## src/rtl/anpr_pkg.sv

```systemverilog
package anpr_pkg;

    // Width of the value field on the result channel.
    localparam int VALUE_OUT_W = 32;

    // Parser phase codes.
    localparam logic [2:0] PH_START     = 3'd0;
    localparam logic [2:0] PH_ZERO      = 3'd1;
    localparam logic [2:0] PH_HEX_FIRST = 3'd2;
    localparam logic [2:0] PH_BIN_FIRST = 3'd3;
    localparam logic [2:0] PH_HEX       = 3'd4;
    localparam logic [2:0] PH_BIN       = 3'd5;
    localparam logic [2:0] PH_DEC       = 3'd6;
    localparam logic [2:0] PH_ERR       = 3'd7;

    localparam logic [7:0] CH_NUL = 8'h00;
    localparam logic [7:0] CH_0   = 8'h30;
    localparam logic [7:0] CH_1   = 8'h31;
    localparam logic [7:0] CH_9   = 8'h39;
    localparam logic [7:0] CH_UA  = 8'h41;
    localparam logic [7:0] CH_UB  = 8'h42;
    localparam logic [7:0] CH_UF  = 8'h46;
    localparam logic [7:0] CH_UX  = 8'h58;
    localparam logic [7:0] CH_LA  = 8'h61;
    localparam logic [7:0] CH_LB  = 8'h62;
    localparam logic [7:0] CH_LF  = 8'h66;
    localparam logic [7:0] CH_LX  = 8'h78;

    typedef struct packed {
        logic       ok;
        logic [3:0] val;
    } digit_t;

    function automatic digit_t dec_digit(input logic [7:0] c);
        digit_t d;
        d.ok  = (c >= CH_0) && (c <= CH_9);
        d.val = 4'(c - CH_0);
        return d;
    endfunction

    function automatic digit_t hex_digit(input logic [7:0] c);
        digit_t d;
        if ((c >= CH_0) && (c <= CH_9))
        begin
            d.ok  = 1'b1;
            d.val = 4'(c - CH_0);
        end
        else if ((c >= CH_LA) && (c <= CH_LF))
        begin
            d.ok  = 1'b1;
            d.val = 4'(c - CH_LA + 8'd10);
        end
        else if ((c >= CH_UA) && (c <= CH_UF))
        begin
            d.ok  = 1'b1;
            d.val = 4'(c - CH_UA + 8'd10);
        end
        else
        begin
            d.ok  = 1'b0;
            d.val = 4'd0;
        end
        return d;
    endfunction

endpackage

```

## src/rtl/ascii_number_parser_with_radix_prefix.sv

```systemverilog
// A terminator item's result is registered in the result register, or in the skid entry while that is held.
// Throughput: one character item per cycle while in_stall is low; the accumulator update is a single
//   shift-add step done in the accept cycle.
// A two-entry output stage (result register plus skid) keeps input moving while a result waits.
// Reset (rst_n low, asynchronous): start-of-string phase, accumulator zero, no result pending.
module ascii_number_parser_with_radix_prefix #(
    parameter int VALUE_WIDTH = 32
) (
    input  logic                              clk,
    input  logic                              rst_n,
    input  logic                              in_valid,
    output logic                              in_stall,
    input  logic [7:0]                        char_in,
    output logic                              out_valid,
    input  logic                              out_stall,
    output logic [anpr_pkg::VALUE_OUT_W-1:0]  value,
    output logic                              parse_error
);
    import anpr_pkg::*;

    // Parser state
    logic [VALUE_WIDTH-1:0] acc_reg, acc_next;
    logic [2:0]             phase_reg, phase_next;
    logic                   error_reg, error_next;

    // Output register and skid entry
    logic                   out_valid_reg;
    logic [VALUE_OUT_W-1:0] out_value_reg;
    logic                   out_error_reg;
    logic                   skid_valid_reg;
    logic [VALUE_OUT_W-1:0] skid_value_reg;
    logic                   skid_error_reg;

    logic                   accept;
    logic                   is_term;
    logic                   emit;
    logic                   res_error;
    logic [VALUE_OUT_W-1:0] res_value;
    logic                   main_free;

    digit_t                 dd;
    digit_t                 hd;
    logic [VALUE_WIDTH-1:0] acc_dec;
    logic [VALUE_WIDTH-1:0] acc_hex;
    logic [VALUE_WIDTH-1:0] acc_bin;

    // The skid entry only fills when the result register is held, so input
    // stops only once two results are waiting.
    assign in_stall  = skid_valid_reg;
    assign accept    = in_valid && !in_stall;
    assign is_term   = (char_in == CH_NUL);
    assign emit      = accept && is_term;
    assign main_free = !out_valid_reg || !out_stall;

    assign out_valid   = out_valid_reg;
    assign value       = out_value_reg;
    assign parse_error = out_error_reg;

    assign dd = dec_digit(char_in);
    assign hd = hex_digit(char_in);

    // acc * radix + digit, as shifts with adds (decimal) or an OR (hex, binary); wraps at VALUE_WIDTH.
    assign acc_dec = (acc_reg << 3) + (acc_reg << 1) + VALUE_WIDTH'(dd.val);
    assign acc_hex = (acc_reg << 4) | VALUE_WIDTH'(hd.val);
    assign acc_bin = (acc_reg << 1) | VALUE_WIDTH'(char_in == CH_1);

    // An empty prefix counts as an error at the terminator.
    assign res_error = error_reg || (phase_reg == PH_HEX_FIRST) || (phase_reg == PH_BIN_FIRST);
    assign res_value = res_error ? '0 : VALUE_OUT_W'(acc_reg);

    always_comb
    begin
        acc_next   = acc_reg;
        phase_next = phase_reg;
        error_next = error_reg;
        if (accept)
        begin
            if (is_term)
            begin
                acc_next   = '0;
                phase_next = PH_START;
                error_next = 1'b0;
            end
            else
            begin
                unique case (phase_reg)
                    PH_START:
                    begin
                        if (char_in == CH_0)
                            phase_next = PH_ZERO;
                        else if (dd.ok)
                        begin
                            acc_next   = acc_dec;
                            phase_next = PH_DEC;
                        end
                        else
                        begin
                            phase_next = PH_ERR;
                            error_next = 1'b1;
                        end
                    end
                    PH_ZERO:
                    begin
                        if ((char_in == CH_LX) || (char_in == CH_UX))
                            phase_next = PH_HEX_FIRST;
                        else if ((char_in == CH_LB) || (char_in == CH_UB))
                            phase_next = PH_BIN_FIRST;
                        else if (dd.ok)
                        begin
                            acc_next   = acc_dec;
                            phase_next = PH_DEC;
                        end
                        else
                        begin
                            phase_next = PH_ERR;
                            error_next = 1'b1;
                        end
                    end
                    PH_HEX_FIRST, PH_HEX:
                    begin
                        if (hd.ok)
                        begin
                            acc_next   = acc_hex;
                            phase_next = PH_HEX;
                        end
                        else
                        begin
                            phase_next = PH_ERR;
                            error_next = 1'b1;
                        end
                    end
                    PH_BIN_FIRST, PH_BIN:
                    begin
                        if ((char_in == CH_0) || (char_in == CH_1))
                        begin
                            acc_next   = acc_bin;
                            phase_next = PH_BIN;
                        end
                        else
                        begin
                            phase_next = PH_ERR;
                            error_next = 1'b1;
                        end
                    end
                    PH_DEC:
                    begin
                        if (dd.ok)
                            acc_next = acc_dec;
                        else
                        begin
                            phase_next = PH_ERR;
                            error_next = 1'b1;
                        end
                    end
                    PH_ERR:
                    begin
                        // rest of the string is dropped
                    end
                    default:
                    begin
                        phase_next = PH_ERR;
                        error_next = 1'b1;
                    end
                endcase
            end
        end
    end

    always_ff @(posedge clk or negedge rst_n)
    begin
        if (!rst_n)
        begin
            acc_reg   <= '0;
            phase_reg <= PH_START;
            error_reg <= 1'b0;
        end
        else
        begin
            acc_reg   <= acc_next;
            phase_reg <= phase_next;
            error_reg <= error_next;
        end
    end

    // Output stage: result register fed from skid first, then from a new result.
    always_ff @(posedge clk or negedge rst_n)
    begin
        if (!rst_n)
        begin
            out_valid_reg  <= 1'b0;
            skid_valid_reg <= 1'b0;
        end
        else
        begin
            if (main_free)
            begin
                if (skid_valid_reg)
                begin
                    out_valid_reg  <= 1'b1;
                    skid_valid_reg <= 1'b0;
                end
                else
                    out_valid_reg <= emit;
            end
            else if (emit)
                skid_valid_reg <= 1'b1;
        end
    end

    always_ff @(posedge clk)
    begin
        if (main_free)
        begin
            if (skid_valid_reg)
            begin
                out_value_reg <= skid_value_reg;
                out_error_reg <= skid_error_reg;
            end
            else if (emit)
            begin
                out_value_reg <= res_value;
                out_error_reg <= res_error;
            end
        end
        else if (emit)
        begin
            skid_value_reg <= res_value;
            skid_error_reg <= res_error;
        end
    end

    a_skid_implies_main: assert property (@(posedge clk) disable iff (!rst_n)
        skid_valid_reg |-> out_valid_reg)
        else $error("skid entry holds a result while the result register is empty");

    a_term_restarts: assert property (@(posedge clk) disable iff (!rst_n)
        emit |=> (phase_reg == PH_START) && (acc_reg == '0) && !error_reg)
        else $error("parser did not return to start after a terminator");

    a_error_zero_value: assert property (@(posedge clk) disable iff (!rst_n)
        (out_valid && parse_error) |-> (value == '0))
        else $error("error result carries a nonzero value");

    a_error_phase: assert property (@(posedge clk) disable iff (!rst_n)
        error_reg == (phase_reg == PH_ERR))
        else $error("error flag and error phase disagree");

    a_result_held: assert property (@(posedge clk) disable iff (!rst_n)
        (out_valid && out_stall) |=> out_valid && $stable(value) && $stable(parse_error))
        else $error("stalled result changed");

endmodule

```

## config.mk

```make
export PLATFORM = sky130hd
export DESIGN_NAME = ascii_number_parser_with_radix_prefix
export DESIGN_NICKNAME = d
export VERILOG_FILES = /design/src/rtl/anpr_pkg.sv /design/src/rtl/ascii_number_parser_with_radix_prefix.sv
export SDC_FILE = /design/constraint.sdc
export NUM_CORES = 1
export LEC_CHECK = 0
export BUFFER_PORTS_ARGS = -buffer_cell sky130_fd_sc_hd__buf_4
export CAP_MARGIN = 10
export CORE_MARGIN = 1
export CORE_UTILIZATION = 60
export DETAILED_ROUTE_END_ITERATION = 8
export GPL_ROUTABILITY_DRIVEN = 0
export PLACE_DENSITY = 0.79
export SLEW_MARGIN = 15
export SYNTH_ARGS = -nofsm -noshare
export SYNTH_HDL_FRONTEND = slang
export SYNTH_SLANG_ARGS = --single-unit
```

## constraint.sdc

```tcl
create_clock -name clk -period 4.4 [get_ports clk]
set_input_delay 0.44 -clock clk [delete_from_list [all_inputs] [get_ports clk]]
set_output_delay 0.44 -clock clk [all_outputs]
set_load 0.02 [all_outputs]
```

==> impl_metrics.toml <==
[outcome]
outcome = "completed"

[clock_tree]
cts-root-buf = "clkbuf_16"
holdBufCountCts = 0
htree_levels = 3
post_cts_resize_count = 0
insertion_delay_ns = 0.35
clock_sinks = 104
cts_setup_buffers = 0
clockBufferDepth = 2
cts-buffers-inserted = 9
path_clk_slew_ns = 0.07
cts_tree = "yes"

[power_and_ir_drop]
power.density_nw_per_um2 = 491
ir_worst_vdd_mv = 0.438
p_leak_nw = 3.43
fin_total_pwr_w = 0.00380

[worst_setup_path]
crit_required_ns = 4.61
cp_max_fo = 5
startpoint = "acc_reg[0]$_DFFE_PN0P_"
setup.worst_path.class = "reg -> reg"
cp-end-kind = "flop"
crit_path_end = "acc_reg[28]$_DFFE_PN0P_"
r2r.worst_path.cells = 12
crit_arrival_ns = 3.60
r2r-start = "acc_reg[0]$_DFFE_PN0P_"
r2r-end = "acc_reg[28]$_DFFE_PN0P_"
reg2reg_slack_ns = 1.01
start_kind = "flop"

[die]
io_pins = 47
die_h_um = 110
rows = 39
die_area_sq_um = 12100
core_sq_um = 11400
initial_core_util = 0.614
dieWidth_um = 110

[finish]
fin_area_sq_um = 7730
final_core_util = 0.680
final_net_count = 764
drive_gt1_frac = 0.201
instances_no_fill = 835
area_growth_syn_to_layout_pct = 10.8
antenna_cells = 0

[placement]
dp_cells = 819
dpl_cell_area_sq_um = 7410
place_hpwl_um = 10900
portBuffers = 46

[logic_synthesis]
yosys_warnings = 0
ys_top_cells_by_count = "edfxtp_1 (66), ha_1 (63), nand2_1 (51)"
async_reset_ff_frac = 0.365
synth_seq_cells = 104
yosysSeqAreaShare = 0.420
synth_most_common_cell = "edfxtp_1"
ys.flop_type = "edfxtp_1"
netlist_instances = 655
syn_nets = 732
yosysTopAreaCellShare = 0.284
syn_avg_cell_area_sq_um = 10.6
synth_edf_count = 66
synth_area_leader_cell = "edfxtp_1"
synth_area_leaders = "edfxtp_1 (28%), dfrtp_1 (14%), ha_1 (11%)"
syn-cell-area_sq_um = 6980
synth.distinct_cells = 66

[route]
finalWirelength_um = 14900
firstDrtPassIters = 7
drc_errors = 0
ant_nets = 0
vias_per_cell = 6.23
vias = 5203
wl_per_cell_um = 17.9
drtIter0Drc = 535

[sta]
slew_headroom = 0.601
clock.fmax_mhz = 295
layout_min_cycle_time_ns = 3.39
setup_violations = 0
tns_ns = 0
drv_slew = 0
finClkSkew_ns = 0.00761
rsz0062_at_grt = "no"
hold_viol = 0
worstMarginPinSlew_ns = 0.599
period_share = 0.770

[job]
max_cap_viol_count = 0

[global_routing]
grt_max_degree = 41
antenna_found_initial = 0
grt_use_total = 0.263
overflow = 0
grt_pass1_vias = 4857
grt_pass1_wl_um = 24300

[worst_hold_path]
min_path_type = "in -> async"
-- report_power, final --
part / leakage (nW) / total [W] / switching (W) / internal, W
Sequential: 1.14 / 0.00135 / 0.000214 / 0.00114
Combinational: 2.14 / 0.00158 / 0.000905 / 0.000674
Clock: 0.158 / 0.000868 / 0.000364 / 0.000504
Total: 3.43 / 0.00380 / 0.00148 / 0.00232
-- cell usage in the layout (no fill, tap or decap), drive strengths merged, types with 16 or more instances in the layout --
| master | instances |
|---|---|
| nor2 | 44 |
| nand2 | 52 |
| a21oi | 47 |
| edfxtp | 66 |
| and2 | 32 |
| o21ai | 53 |
| ha | 63 |
| buf | 53 |
| inv | 16 |
| mux2 | 45 |
| dfrtp | 38 |
| xnor2 | 20 |
-- routing by layer --
metal,up-vias,share of wire,global-route usage
met5,-,0,0
met4,0,0.012,0.0695
met3,17,0.061,0.0486
met2,185,0.44,0.383
met1,2496,0.49,0.399
li1,2505,-,-
-- cell type report --
cell class	instances	area (sq um)
Multi-Input combinational cell	506	3850
Fill cell	819	3640
Sequential cell	104	2930
Timing Repair Buffer	53	398
Clock buffer	9	225
Tap cell	143	179
Clock inverter	7	98.8
Inverter	13	48.8
-- metrics by stage --
step           hold slack (ns)  worst slack, ns
2_1_floorplan            0.144            0.459
3_3_place_gp             0.447             1.00
3_5_place_dp             0.461            0.891
4_1_cts                 0.0812             1.03
5_1_grt                 0.0959            0.743
6_report                0.0695             1.01
-- cell families after synthesis --
kind of cell	share of synthesized area
multiplexers	0.0927
AO/OA/AOI/OAI	0.177
adder cells (fa/ha/maj)	0.119
XOR/XNOR	0.0377
buffers and inverters	0.0303
flip-flops	0.420
AND/OR/NAND/NOR	0.123
-- how the worst min path moves through the flow --
stage,slack [ns],cells past startpoint,startpoint,endpoint
2_1_floorplan,0.14,0,rst_n,acc_reg[0]$_DFFE_PN0P_
3_3_place_gp,0.45,1,rst_n,acc_reg[31]$_DFFE_PN0P_
3_5_place_dp,0.46,1,rst_n,in_stall$_DFFE_PN0P_
4_1_cts,0.08,1,rst_n,acc_reg[29]$_DFFE_PN0P_
5_1_grt,0.1,1,rst_n,acc_reg[29]$_DFFE_PN0P_
6_report,0.07,1,rst_n,acc_reg[29]$_DFFE_PN0P_
-- critical path, stage by stage (launching register included) --
cell	delay, ns
dfrtp_1	0.43
inv_1	0.13
fa_1	0.51
inv_1	0.07
fa_1	0.47
a21oi_1	0.21
o21ai_0	0.13
a21oi_1	0.38
o211ai_1	0.23
o21ai_0	0.34
o41ai_1	0.14
xnor2_1	0.15
o21ai_1	0.07
Note: power is estimated with default switching activity, not from simulation.
